File: src/hw/rtl/frt_pkg.sv
// shared types and constants of the fragment reassembly tracker
// used by frt_match, frt_table and fragment_reassembly_tracker; no dependencies
`default_nettype none

package frt_pkg;

  localparam int TABLE_SLOTS_DEF   = 8;
  localparam int MAX_FRAGMENTS_DEF = 64;

  localparam int SRC_W    = 48;
  localparam int ID_W     = 16;
  localparam int BYTE_W   = 8;
  localparam int CNT_W    = 7;   // holds a fragment total up to 64
  localparam int STATUS_W = 3;
  localparam int CAR_W    = 2;
  localparam int SLOT_W   = 3;

  // input beat: src_mac, msg_id, frag_index, frag_total, frame_len
  localparam int IN_DATA_W  = SRC_W + ID_W + 3 * BYTE_W;
  // result beat: status, car_number, slot_used, done_id
  localparam int OUT_DATA_W = STATUS_W + CAR_W + SLOT_W + ID_W;

  // frame length includes a 4-byte header plus at least one payload byte
  localparam logic [BYTE_W-1:0] MIN_FRAME_LEN = 8'd5;

  localparam logic [STATUS_W-1:0] ST_STORED   = 3'd0;
  localparam logic [STATUS_W-1:0] ST_COMPLETE = 3'd1;
  localparam logic [STATUS_W-1:0] ST_SHORT    = 3'd2;
  localparam logic [STATUS_W-1:0] ST_BAD      = 3'd3;
  localparam logic [STATUS_W-1:0] ST_FULL     = 3'd4;

  localparam logic [CAR_W-1:0] CAR_NONE    = 2'd0;
  localparam logic [CAR_W-1:0] CAR_LOWEST  = 2'd1;
  localparam logic [CAR_W-1:0] CAR_HIGHEST = 2'd2;

  // lookup key of one partial message
  typedef struct packed {
    logic [SRC_W-1:0] src;
    logic [ID_W-1:0]  id;
  } frt_key_t;

endpackage

`default_nettype wire

File: src/hw/rtl/frt_match.sv
// key compare unit, shared by every step of the slot scan
// depends on frt_pkg
`default_nettype none

module frt_match (
  input  frt_pkg::frt_key_t slot_key,
  input  frt_pkg::frt_key_t probe_key,
  input  logic              slot_valid,
  output logic              hit,
  output logic              free
);
  import frt_pkg::*;

  assign hit  = slot_valid && (slot_key == probe_key);
  assign free = !slot_valid;

endmodule

`default_nettype wire

File: src/hw/rtl/frt_table.sv
// slot table: valid bits in flops, key, total and bitmap in a small memory
// one write and one registered read per cycle; depends on frt_pkg
`default_nettype none

module frt_table #(
  parameter int SLOTS = frt_pkg::TABLE_SLOTS_DEF,
  parameter int FRAGS = frt_pkg::MAX_FRAGMENTS_DEF,
  parameter int AW    = (SLOTS > 1) ? $clog2(SLOTS) : 1
) (
  input  logic                      clk,
  input  logic                      rst_n,
  input  logic                      rd_en,
  input  logic [AW-1:0]             rd_addr,
  output logic                      rd_valid,
  output frt_pkg::frt_key_t         rd_key,
  output logic [frt_pkg::CNT_W-1:0] rd_cnt,
  output logic [FRAGS-1:0]          rd_bits,
  input  logic                      wr_en,
  input  logic [AW-1:0]             wr_addr,
  input  logic                      wr_valid,
  input  frt_pkg::frt_key_t         wr_key,
  input  logic [frt_pkg::CNT_W-1:0] wr_cnt,
  input  logic [FRAGS-1:0]          wr_bits
);
  import frt_pkg::*;

  logic [SLOTS-1:0] valid_r;
  logic             rd_valid_r;
  frt_key_t         key_mem_r  [SLOTS];
  logic [CNT_W-1:0] cnt_mem_r  [SLOTS];
  logic [FRAGS-1:0] bits_mem_r [SLOTS];
  frt_key_t         rd_key_r;
  logic [CNT_W-1:0] rd_cnt_r;
  logic [FRAGS-1:0] rd_bits_r;

  always_ff @(posedge clk) begin
    if (!rst_n) begin
      valid_r    <= '0;
      rd_valid_r <= 1'b0;
    end else begin
      if (wr_en) begin
        valid_r[wr_addr] <= wr_valid;
      end
      if (rd_en) begin
        rd_valid_r <= valid_r[rd_addr];
      end
    end
  end

  // entry contents are only looked at while the entry is valid
  always_ff @(posedge clk) begin
    if (wr_en) begin
      key_mem_r[wr_addr]  <= wr_key;
      cnt_mem_r[wr_addr]  <= wr_cnt;
      bits_mem_r[wr_addr] <= wr_bits;
    end
    if (rd_en) begin
      rd_key_r  <= key_mem_r[rd_addr];
      rd_cnt_r  <= cnt_mem_r[rd_addr];
      rd_bits_r <= bits_mem_r[rd_addr];
    end
  end

  assign rd_valid = rd_valid_r;
  assign rd_key   = rd_key_r;
  assign rd_cnt   = rd_cnt_r;
  assign rd_bits  = rd_bits_r;

endmodule

`default_nettype wire

File: src/hw/rtl/fragment_reassembly_tracker.sv
// fragment reassembly tracker: sequencer, sender ranking and table update
// depends on frt_pkg, frt_match and frt_table
//
// usage:
//   in_*  carries one received fragment header per beat (no tlast, no tuser).
//   out_* returns exactly one result beat per input beat, in order.
//   an accepted header is checked for a short frame, ranks its sender against
//   the lowest and highest addresses seen, is checked for a bad index or total,
//   then the slot table is scanned one slot per cycle through the shared key
//   compare unit and a registered memory read port, and the hit or the lowest
//   free slot is updated in the update step that follows.
// sequencing:
//   a short or bad header skips the slot scan and the update; a new header
//   is taken in the cycle after the result is loaded into the output
//   register, so headers are handled one at a time, paced by the slot scan.
// reset:
//   all slots free, no sender known; no beat is presented.
// stall:
//   the result sits in an output register; a finished result waits for
//   out_tready and the next header is accepted meanwhile, but its own result
//   waits until the register is free.
`default_nettype none

module fragment_reassembly_tracker #(
  parameter int TABLE_SLOTS   = frt_pkg::TABLE_SLOTS_DEF,
  parameter int MAX_FRAGMENTS = frt_pkg::MAX_FRAGMENTS_DEF
) (
  input  logic                           clk,
  input  logic                           rst_n,
  input  logic                           in_tvalid,
  output logic                           in_tready,
  // src_mac[47:0], msg_id[63:48], frag_index[71:64], frag_total[79:72],
  // frame_len[87:80]
  input  logic [frt_pkg::IN_DATA_W-1:0]  in_tdata,
  output logic                           out_tvalid,
  input  logic                           out_tready,
  // status[2:0], car_number[4:3], slot_used[7:5], done_id[23:8]
  output logic [frt_pkg::OUT_DATA_W-1:0] out_tdata
);
  import frt_pkg::*;

  localparam int AW   = (TABLE_SLOTS > 1) ? $clog2(TABLE_SLOTS) : 1;
  localparam int SCW  = $clog2(TABLE_SLOTS + 1);
  localparam logic [SCW-1:0]    SCAN_END = SCW'(TABLE_SLOTS);
  localparam logic [BYTE_W-1:0] MAX_TOT  = BYTE_W'(MAX_FRAGMENTS);

  typedef enum logic [2:0] {
    S_IDLE,
    S_RANK,
    S_SCAN,
    S_UPD,
    S_DONE
  } state_t;

  state_t state_r, state_nxt;

  // header of the item at work
  logic [SRC_W-1:0]  src_r;
  logic [ID_W-1:0]   id_r;
  logic [BYTE_W-1:0] idx_r;
  logic [BYTE_W-1:0] tot_r;
  logic [BYTE_W-1:0] len_r;

  // sender ranking
  logic              seen_r, seen_nxt;
  logic [SRC_W-1:0]  low_r, low_nxt;
  logic [SRC_W-1:0]  high_r, high_nxt;

  // scan
  logic [SCW-1:0]    scan_r, scan_nxt;
  logic              pend_r, pend_nxt;
  logic [AW-1:0]     pend_idx_r, pend_idx_nxt;
  logic              hit_found_r, hit_found_nxt;
  logic [AW-1:0]     hit_idx_r, hit_idx_nxt;
  logic [CNT_W-1:0]  hit_cnt_r, hit_cnt_nxt;
  logic [MAX_FRAGMENTS-1:0] hit_bits_r, hit_bits_nxt;
  logic              free_found_r, free_found_nxt;
  logic [AW-1:0]     free_idx_r, free_idx_nxt;

  // result
  logic [STATUS_W-1:0] res_status_r, res_status_nxt;
  logic [CAR_W-1:0]    res_car_r, res_car_nxt;
  logic [SLOT_W-1:0]   res_slot_r, res_slot_nxt;
  logic                out_valid_r, out_valid_nxt;
  logic [OUT_DATA_W-1:0] out_data_r, out_data_nxt;

  // table ports
  logic                     rd_en;
  logic [AW-1:0]            rd_addr;
  logic                     rd_valid;
  frt_key_t                 rd_key;
  logic [CNT_W-1:0]         rd_cnt;
  logic [MAX_FRAGMENTS-1:0] rd_bits;
  logic                     wr_en;
  logic [AW-1:0]            wr_addr;
  logic                     wr_valid;
  frt_key_t                 wr_key;
  logic [CNT_W-1:0]         wr_cnt;
  logic [MAX_FRAGMENTS-1:0] wr_bits;

  frt_key_t probe_key;
  logic     cmp_hit;
  logic     cmp_free;

  // update datapath
  logic [MAX_FRAGMENTS-1:0] tot_mask;
  logic [MAX_FRAGMENTS-1:0] base_bits;
  logic [MAX_FRAGMENTS-1:0] new_bits;
  logic                     msg_done;
  logic                     accept;
  logic                     out_free;

  assign probe_key = '{src: src_r, id: id_r};
  assign accept    = in_tvalid && in_tready;
  assign out_free  = !out_valid_r || out_tready;

  frt_match u_match (
    .slot_key  (rd_key),
    .probe_key (probe_key),
    .slot_valid(rd_valid),
    .hit       (cmp_hit),
    .free      (cmp_free)
  );

  frt_table #(
    .SLOTS(TABLE_SLOTS),
    .FRAGS(MAX_FRAGMENTS),
    .AW   (AW)
  ) u_table (
    .clk     (clk),
    .rst_n   (rst_n),
    .rd_en   (rd_en),
    .rd_addr (rd_addr),
    .rd_valid(rd_valid),
    .rd_key  (rd_key),
    .rd_cnt  (rd_cnt),
    .rd_bits (rd_bits),
    .wr_en   (wr_en),
    .wr_addr (wr_addr),
    .wr_valid(wr_valid),
    .wr_key  (wr_key),
    .wr_cnt  (wr_cnt),
    .wr_bits (wr_bits)
  );

  always_comb begin
    for (int i = 0; i < MAX_FRAGMENTS; i++) begin
      tot_mask[i] = (BYTE_W'(i) < tot_r);
    end
    if (!hit_found_r) begin
      base_bits = '0;
    end else if (hit_cnt_r != tot_r[CNT_W-1:0]) begin
      base_bits = hit_bits_r & tot_mask;
    end else begin
      base_bits = hit_bits_r;
    end
    for (int i = 0; i < MAX_FRAGMENTS; i++) begin
      new_bits[i] = base_bits[i] || (idx_r == BYTE_W'(i));
    end
    msg_done = (new_bits == tot_mask);
  end

  always_comb begin
    state_nxt      = state_r;
    seen_nxt       = seen_r;
    low_nxt        = low_r;
    high_nxt       = high_r;
    scan_nxt       = scan_r;
    pend_nxt       = 1'b0;
    pend_idx_nxt   = pend_idx_r;
    hit_found_nxt  = hit_found_r;
    hit_idx_nxt    = hit_idx_r;
    hit_cnt_nxt    = hit_cnt_r;
    hit_bits_nxt   = hit_bits_r;
    free_found_nxt = free_found_r;
    free_idx_nxt   = free_idx_r;
    res_status_nxt = res_status_r;
    res_car_nxt    = res_car_r;
    res_slot_nxt   = res_slot_r;
    out_valid_nxt  = out_valid_r && !out_tready;
    out_data_nxt   = out_data_r;
    rd_en          = 1'b0;
    rd_addr        = scan_r[AW-1:0];
    wr_en          = 1'b0;
    wr_addr        = hit_found_r ? hit_idx_r : free_idx_r;
    wr_valid       = !msg_done;
    wr_key         = probe_key;
    wr_cnt         = tot_r[CNT_W-1:0];
    wr_bits        = new_bits;

    case (state_r)
      S_IDLE: begin
        if (accept) begin
          state_nxt = S_RANK;
        end
      end
      S_RANK: begin
        res_slot_nxt = '0;
        if (len_r < MIN_FRAME_LEN) begin
          res_status_nxt = ST_SHORT;
          res_car_nxt    = CAR_NONE;
          state_nxt      = S_DONE;
        end else begin
          if (!seen_r) begin
            low_nxt  = src_r;
            high_nxt = src_r;
          end else begin
            if (src_r < low_r) low_nxt = src_r;
            if (src_r > high_r) high_nxt = src_r;
          end
          seen_nxt = 1'b1;
          if (src_r == low_nxt) begin
            res_car_nxt = CAR_LOWEST;
          end else if (low_nxt != high_nxt && src_r == high_nxt) begin
            res_car_nxt = CAR_HIGHEST;
          end else begin
            res_car_nxt = CAR_NONE;
          end
          if (tot_r == '0 || tot_r > MAX_TOT || idx_r >= tot_r) begin
            res_status_nxt = ST_BAD;
            state_nxt      = S_DONE;
          end else begin
            scan_nxt       = '0;
            hit_found_nxt  = 1'b0;
            free_found_nxt = 1'b0;
            state_nxt      = S_SCAN;
          end
        end
      end
      S_SCAN: begin
        // read one slot per cycle, compare the slot read the cycle before
        if (scan_r != SCAN_END) begin
          rd_en        = 1'b1;
          scan_nxt     = scan_r + 1'b1;
          pend_nxt     = 1'b1;
          pend_idx_nxt = scan_r[AW-1:0];
        end else begin
          state_nxt = S_UPD;
        end
        if (pend_r) begin
          if (cmp_hit && !hit_found_r) begin
            hit_found_nxt = 1'b1;
            hit_idx_nxt   = pend_idx_r;
            hit_cnt_nxt   = rd_cnt;
            hit_bits_nxt  = rd_bits;
          end
          if (cmp_free && !free_found_r) begin
            free_found_nxt = 1'b1;
            free_idx_nxt   = pend_idx_r;
          end
        end
      end
      S_UPD: begin
        if (!hit_found_r && !free_found_r) begin
          res_status_nxt = ST_FULL;
          res_slot_nxt   = '0;
        end else begin
          wr_en          = 1'b1;
          res_status_nxt = msg_done ? ST_COMPLETE : ST_STORED;
          res_slot_nxt   = SLOT_W'(wr_addr);
        end
        state_nxt = S_DONE;
      end
      S_DONE: begin
        if (out_free) begin
          out_valid_nxt = 1'b1;
          out_data_nxt  = {id_r, res_slot_r, res_car_r, res_status_r};
          state_nxt     = S_IDLE;
        end
      end
      default: begin
        state_nxt = S_IDLE;
      end
    endcase
  end

  always_ff @(posedge clk) begin
    if (!rst_n) begin
      state_r      <= S_IDLE;
      seen_r       <= 1'b0;
      low_r        <= '0;
      high_r       <= '0;
      scan_r       <= '0;
      pend_r       <= 1'b0;
      hit_found_r  <= 1'b0;
      free_found_r <= 1'b0;
      out_valid_r  <= 1'b0;
    end else begin
      state_r      <= state_nxt;
      seen_r       <= seen_nxt;
      low_r        <= low_nxt;
      high_r       <= high_nxt;
      scan_r       <= scan_nxt;
      pend_r       <= pend_nxt;
      hit_found_r  <= hit_found_nxt;
      free_found_r <= free_found_nxt;
      out_valid_r  <= out_valid_nxt;
    end
  end

  always_ff @(posedge clk) begin
    if (accept) begin
      src_r <= in_tdata[SRC_W-1:0];
      id_r  <= in_tdata[SRC_W +: ID_W];
      idx_r <= in_tdata[SRC_W + ID_W +: BYTE_W];
      tot_r <= in_tdata[SRC_W + ID_W + BYTE_W +: BYTE_W];
      len_r <= in_tdata[SRC_W + ID_W + 2 * BYTE_W +: BYTE_W];
    end
    pend_idx_r   <= pend_idx_nxt;
    hit_idx_r    <= hit_idx_nxt;
    hit_cnt_r    <= hit_cnt_nxt;
    hit_bits_r   <= hit_bits_nxt;
    free_idx_r   <= free_idx_nxt;
    res_status_r <= res_status_nxt;
    res_car_r    <= res_car_nxt;
    res_slot_r   <= res_slot_nxt;
    out_data_r   <= out_data_nxt;
  end

  assign in_tready  = (state_r == S_IDLE);
  assign out_tvalid = out_valid_r;
  assign out_tdata  = out_data_r;

  // one header at a time: the sequencer leaves idle right after a beat
  a_one_at_a_time: assert property (@(posedge clk) disable iff (!rst_n)
    accept |=> !in_tready)
    else $error("header accepted while another is at work");

  // the update step only follows a scan that visited every slot
  a_scan_complete: assert property (@(posedge clk) disable iff (!rst_n)
    state_r == S_UPD |-> scan_r == SCAN_END && !pend_r)
    else $error("table update before the scan finished");

  // a short frame neither ranks its sender nor names a slot
  a_short_clean: assert property (@(posedge clk) disable iff (!rst_n)
    out_valid_r && out_data_r[STATUS_W-1:0] == ST_SHORT
      |-> out_data_r[STATUS_W +: CAR_W + SLOT_W] == '0)
    else $error("short frame result carries rank or slot");

  // the full status is only given when no slot was hit and none was free
  a_full_status: assert property (@(posedge clk) disable iff (!rst_n)
    state_r == S_UPD && (hit_found_r || free_found_r) |=> res_status_r != ST_FULL)
    else $error("table full reported with a usable slot");

endmodule

`default_nettype wire
File: config.mk
export PLATFORM = sky130hd
export DESIGN_NAME = fragment_reassembly_tracker
export DESIGN_NICKNAME = d
export VERILOG_FILES = /design/src/hw/rtl/frt_pkg.sv /design/src/hw/rtl/frt_match.sv /design/src/hw/rtl/frt_table.sv /design/src/hw/rtl/fragment_reassembly_tracker.sv
export SDC_FILE = /design/constraint.sdc
export NUM_CORES = 2
export LEC_CHECK = 0
export ABC_AREA = 1
export BUFFER_PORTS_ARGS = -buffer_cell sky130_fd_sc_hd__buf_2
export CAP_MARGIN = 25
export CORE_MARGIN = 1.5
export CORE_UTILIZATION = 52
export CTS_CLUSTER_DIAMETER = 30
export DETAILED_ROUTE_END_ITERATION = 10
export PLACE_DENSITY = 0.71
export SYNTH_ARGS = -nofsm -noshare
export SYNTH_HDL_FRONTEND = slang
export SYNTH_SLANG_ARGS = --single-unit
File: constraint.sdc
create_clock -name clk -period 11.15 [get_ports clk]
set_input_delay 1.115 -clock clk [delete_from_list [all_inputs] [get_ports clk]]
set_output_delay 1.115 -clock clk [all_outputs]
set_load 0.1 [all_outputs]
# == Word-level counts from Yosys, hierarchy flattened ==
# Memories as Yosys holds them, arrays and structs flattened. A register that Yosys moved wholly into a read port is not among the register bits.
# Cells that the tools add are included.
# totals
reg_bits,317
ram_bits,1080
inputBits,92
memories,3
# memory_table
name,words,word_bits,rd,rd_ports_with_merged_regs,wr,line_no,rtl
u_table.bits_mem_r,8,64,1,1,1,frt_table.sv:31,logic [FRAGS-1:0] bits_mem_r [SLOTS];
u_table.key_mem_r,8,64,1,1,1,frt_table.sv:29,frt_key_t key_mem_r [SLOTS];
u_table.cnt_mem_r,8,7,1,1,1,frt_table.sv:30,logic [CNT_W-1:0] cnt_mem_r [SLOTS];
# op_classes
add_sub_neg,1
magnitude_cmp,72
n_eq_ne,84
n_mux,51
bitwise_logic,2
reduce_logical,97
# ops
operator,count
$mux 48,8
$eq 8x6->1 const B,32
$lt 6x8->1 const A,32
$eq 64x64->1,2
$eq 8x5->1 const B,16
$lt 5x8->1 const A,16
$mux 64,2
$eq 48x48->1,2
$logic_or 1x1->1,67
$and 64x64->64,1
$eq 8x4->1 const B,8
$lt 4x8->1 const A,8
$gt 48x48->1,1
$lt 48x48->1,1
$ne 48x48->1,1
$eq 8x3->1 const B,4
$lt 3x8->1 const A,4
$mux 3,10
$mux 1,18
$eq 8x2->1 const B,2
$logic_not 8->1,2
$lt 1x8->1 const A,2
$lt 2x8->1 const A,2
$ne 2x2->1 const B,8
other kinds (33),58

# == Logic depth before layout (Yosys ltp) ==
# depth
depth_word,9
ltp_mapped,27
mapped_depth_nobuf,25

# == Hierarchy ==
# From an unflattened synthesis, not the netlist that was laid out.
# hier_totals
cells_unflattened,6005
area_unflattened_um2,65982.0
# by_module_without_submodules
mod,n_inst,cells_per_inst,area_each_um2,seq_area_each_um2
frt_table,1,3259,45874.0,36665.2
fragment_reassembly_tracker,1,2488,18997.0,8167.8
frt_match,1,258,1111.1,0.0

# == Worst setup path before layout ==
# No wires, ideal clock.
# synth_path
path_type,register -> register
from,register scan_r[0]
to,register scan_r[2]
setup_ns,0.132
arrival_time_ns,9.509
required_time_ns,11.018
slack_ns,1.509
stages_incl_launch_ff,12
period_less_slack_ns,9.641
cell_sequence,dfxtp_1 -> inv_1 -> clkbuf_1 -> clkbuf_1 -> clkbuf_1 -> ha_1 -> a31oi_1 -> nor2_1 -> inv_1 -> nand2_1 -> o21ai_0 -> a21oi_1
# synth_via
elab_chain_len,3
elab_cells_between_ends,6
cone_classes,add/sub: 1; eq/ne: 2; mux: 2; reduce/logical: 1
# synth_rtl
item,line_no,rtl
from (decl),fragment_reassembly_tracker.sv:70,"logic [SCW-1:0] scan_r, scan_nxt;"
from (signal assigned),fragment_reassembly_tracker.sv:293,scan_r <= scan_nxt;
$add 4x1->4 or $ne 4x4->1 (tied branches),"fragment_reassembly_tracker.sv:234, fragment_reassembly_tracker.sv:232",
$mux 4 or $ne 2x2->1 (tied branches),n/a,
$pmux 4 s2 or $reduce_and 4->1 (tied branches),n/a,
# Parallel ways exist; a longest one is shown, timed or not. The select of a mux whose other input is x is not followed.
# A chain may end at the register's enable or synchronous reset.

# == Worst setup path after layout ==
# layout_path
from,register src_r[7]
to,"register res_car_r[1], data pin"
# layout_via
elab_chain_len,8
elab_cells_between_ends,16
cone_classes,order compare: 2; eq/ne: 3; mux: 9; reduce/logical: 2
# layout_rtl
item,line_no,rtl
from (decl),fragment_reassembly_tracker.sv:58,logic [SRC_W-1:0] src_r;
from (signal assigned),fragment_reassembly_tracker.sv:303,src_r <= in_tdata[SRC_W-1:0];
$lt 48x48->1 or $gt 48x48->1 (tied branches),"fragment_reassembly_tracker.sv:208, fragment_reassembly_tracker.sv:209",
"$mux 48, on equally long branches","fragment_reassembly_tracker.sv:208, fragment_reassembly_tracker.sv:209",
$mux 48,fragment_reassembly_tracker.sv:204,if (!seen_r) begin
$mux 48,fragment_reassembly_tracker.sv:199,if (len_r < MIN_FRAME_LEN) begin
$mux 48,fragment_reassembly_tracker.sv:191,case (state_r)
$ne 48x48->1 or $eq 48x48->1 (tied branches),fragment_reassembly_tracker.sv:214,end else if (low_nxt != high_nxt && src_r == high_nxt) begin
$logic_and 1x1->1,fragment_reassembly_tracker.sv:214,
$mux 2,fragment_reassembly_tracker.sv:214,
to (signal assigned),fragment_reassembly_tracker.sv:315,res_car_r <= res_car_nxt;
to (decl),fragment_reassembly_tracker.sv:82,"logic [CAR_W-1:0] res_car_r, res_car_nxt;"
# Parallel ways exist; a longest one is shown, timed or not. The select of a mux whose other input is x is not followed.

==> reports/results.tsv <==
stage	metric	value	unit
status	status	finished, violations left	
status	violations	DRC	
sta	fmax	0.2056	GHz
sta	finClkSkew	0.06209	ns
synth	syn-num-nets	6041	
global_routing	grt_pass1_vias	45232	
sta	period_needed	4.864	ns
routing	vias	46758	
clock_tree	holdBufCountCts	0	
worst_setup_path	cp_common_cell	nand2_1	
final_layout	drive_above_1_share	11.08	%
sta	postLayoutSetupSlackWorst	6.286	ns
placed_design	place.gp.congestion	0.9533	
die	ioPinCount	118	
final_layout	final_common_cell	edfxtp_1	
placed_design	numPortBuffers	117	
synth	yosys.area.top_type	edfxtp_1	
die	rows	129	
die	die_h	356.8	microns
sta	worst_slew_pin_slew	1.115	ns
clock_tree	clock_path_buffers	4	
clock_tree	cts_root_buffer	clkbuf_16	
worst_setup_path	worst_r2r_endpoint	res_car_r[1]$_SDFFCE_PP0N_	
flow_run	max_cap_violations	0	
final_layout	multi_input_area	17840	sq um
sta	finalSetupTns	0	ns
synth	syn_area	65100	sq um
sta	rsz0062_at_grt	false	
synth	synthCells	5844	
worst_setup_path	crit_chain	ha_1 > nand2_1 > nor2_1 > nand4_1 > nor3_1 > nand2_1 > nand2_2 > buf_4 > nand2_2 > buf_4 > nor2_1 > nand2_1 > nand2_1 > inv_1 > nand2_1 > nor2_1 > nand2_1 > nor2_1 > nand2_1 > nor2_1	
routing	drc	12	
sta	slew_viol_final	0	
synth	synthDistinctLibCells	47	
power	ir_drop	0.1645	mV
clock_tree	cts_setup_buffers	0	
final_layout	layout_common_cells	edfxtp_1, nor2_1, o21ai_0, nand2_1, inv_1	
global_routing	grt_usage	27.66	%
clock_tree	clk_latency	0.90	ns
routing	wirelength	177.3	mm
power	power_leakage	27.12	nW
worst_setup_path	critPathLaunchType	flip-flop	
final_layout	area_growth	17.97	%
clock_tree	cts.sinks	1532	
worst_setup_path	worstPathArrival	5.49	ns
final_layout	num-nets-final	6201	
sta	finalHoldViolCount	0	
die	coreArea	124000	sq um
final_layout	fill_cells	9291	
synth	synth_flop_cell	edfxtp_1	
worst_setup_path	reg2reg_slack	6.29	ns
routing	ant_nets	0	
synth	synthArstFlopShare	0	%
routing	drt_iter0_markers	5241	
min_path	hp-class	in -> reg	
clock_tree	cts_inserted_buffers	290	
clock_tree	tritoncts	built	
worst_setup_path	required	11.78	ns
worst_setup_path	cpPeakStageDelay	0.68	ns
global_routing	grt_pass1_wl	267.5	mm
die	fp.dieArea	127300	sq um
routing	via_per_inst	5.955	
clock_tree	clk_pin_slew_worst_paths	0.05	ns
synth	seq_area_frac_synth	68.87	%
global_routing	grt_max_degree	248	
worst_setup_path	cp-end-kind	flip-flop	
sta	setup_viol	0	
worst_setup_path	r2r_start	src_r[7]$_DFFE_PP_	
worst_setup_path	ff2ff_path_depth	20	
routing	wl_per_cell	22.58	microns
worst_setup_path	critical_path.endpoint	res_car_r[1]$_SDFFCE_PP0N_	
die	fp.dieW	356.8	microns
synth	synth-edff-count	1415	
worst_setup_path	crit_slowest_cell	buf_4	
synth	avgSynthCellArea	11.14	sq um
worst_setup_path	crit_type	reg -> reg	
routing	drt-pass1-iter-count	9	
power	power_density	205.5	nW/um^2
worst_setup_path	crit_start	src_r[7]$_DFFE_PP_	
clock_tree	h-tree-depth	5	
sta	max_slew_margin	25.68	%
placed_design	dp_slack	6.244	ns
synth	ys_top_cells_by_area	edfxtp_1, nor2_1, o21ai_0, nand2_1, dfxtp_1	
die	initial_core_util	52.52	%
placed_design	dpl.hpwl	97.96	mm
sta	finalCritPeriodShare	43.62	%
global_routing	antenna_found_initial	8	
synth	synth-seq-cells	1532	
worst_setup_path	critPathMaxFanout	72	
final_layout	final_util	61.96	%
final_layout	seqCellArea	44850	sq um
synth	yosysTopAreaCellShare	65.27	%
clock_tree	cts_resized	0	
global_routing	grt_overflow_total	0	
synth	yosysWarnings	0	
## critical path: cells and delay by family (launching register included)
family	cells	cell delay, ns
buffers and inverters	3	1.25
AND/OR/NAND/NOR	16	2.26
adder cells (fa/ha/maj)	1	0.42
flip-flops	1	0.63
## kinds of logic after synthesis
| logic type | Yosys count | share of synthesized area [%] |
|---|---|---|
| simple gates | 2191 | 13.62 |
| flops | 1532 | 68.87 |
| compound gates | 1329 | 11.24 |
| buf+inv | 664 | 3.944 |
| fa+ha+maj | 105 | 2.018 |
| xor+xnor | 23 | 0.3094 |
## how the worst min path moves through the flow
stage	depth (start not counted)	startpoint	slack (ns)	end
6_report	1	in_tdata[7]	0.40	src_r[7]$_DFFE_PP_
5_1_grt	1	in_tdata[62]	0.37	id_r[14]$_DFFE_PP_
4_1_cts	1	in_tdata[7]	0.36	src_r[7]$_DFFE_PP_
3_5_place_dp	0	u_table.rd_bits[59]$_DFFE_PP_	0.40	hit_bits_r[59]$_DFFE_PP_
3_3_place_gp	0	u_table.rd_bits[4]$_DFFE_PP_	0.40	hit_bits_r[4]$_DFFE_PP_
2_1_floorplan	0	u_table.rd_bits[0]$_DFFE_PP_	0.40	hit_bits_r[0]$_DFFE_PP_
## power by group
group	internal, W	switching (W)
clock	0.00556	0.00290
combinational	0.000243	0.000609
sequential	0.00635	0.000124
total	0.0121	0.00363
## synth_stat cells (2+ instances only)
library cell / n
buf_4: 3
buf_1: 39
o21ai_0: 756
a31oi_1: 154
nor4_1: 9
o21a_1: 4
a21oi_1: 168
xnor2_1: 9
edfxtp_1: 1415
nand3_1: 155
nand4_1: 111
xor2_1: 14
inv_1: 341
nand2_1: 698
or2_2: 5
o211ai_1: 51
nor3_1: 16
o21bai_1: 18
inv_2: 3
clkbuf_2: 2
buf_2: 31
o2111ai_1: 4
nand3b_1: 13
a221oi_1: 4
ha_1: 105
dfxtp_1: 117
o21ai_1: 2
nor2_4: 4
nor2_1: 1167
clkinv_1: 2
a211oi_1: 5
a221o_1: 2
nor2_2: 4
clkbuf_1: 240
a21o_1: 2
a22o_1: 6
and3_1: 6
buf_6: 3
o22ai_1: 148
## metrics by stage
step	hold WS, ns	instances	instance area (sq um)	power [W]
2_1_floorplan	0.4003	5844	65100	0.007110
3_3_place_gp	0.4014	7343	67200	0.007378
3_5_place_dp	0.4045	7348	67290	0.007405
4_1_cts	0.3567	7848	76770	0.01583
5_1_grt	0.3683	7850	76800	0.01620
6_report	0.4001	7852	76800	0.01578
## registers in the layout (all words and copies together) (netlist names), 4 cells and up
signal / flops
high_r: 48
hit_bits_r: 64
hit_cnt_r: 7
id_r: 16
idx_r: 8
len_r: 8
low_r: 48
out_tdata: 24
scan_r: 4
src_r: 48
tot_r: 8
u_table.bits_mem_r: 512
u_table.cnt_mem_r: 56
u_table.key_mem_r: 512
u_table.rd_bits: 64
u_table.rd_cnt: 7
u_table.rd_key: 64
u_table.valid_r: 8
## cell type report
class | instances | share of cell area (%)
antenna | 3 | 0.009775
clock buffer | 324 | 9.874
clock inverter | 176 | 2.460
inverter | 346 | 1.720
multi-input combinational | 3648 | 23.23
sequential | 1532 | 58.39
tap | 1637 | 2.667
timing repair buffer | 186 | 1.649
## per-layer routing
metal / part of all wire, % / track usage (%)
met1: 39 / 35.61
met3: 9.0 / 5.689
met4: 4.8 / 13.89
met5: 0.026 / 0
met2: 47 / 44.71
(Power assumes the default switching activity.)
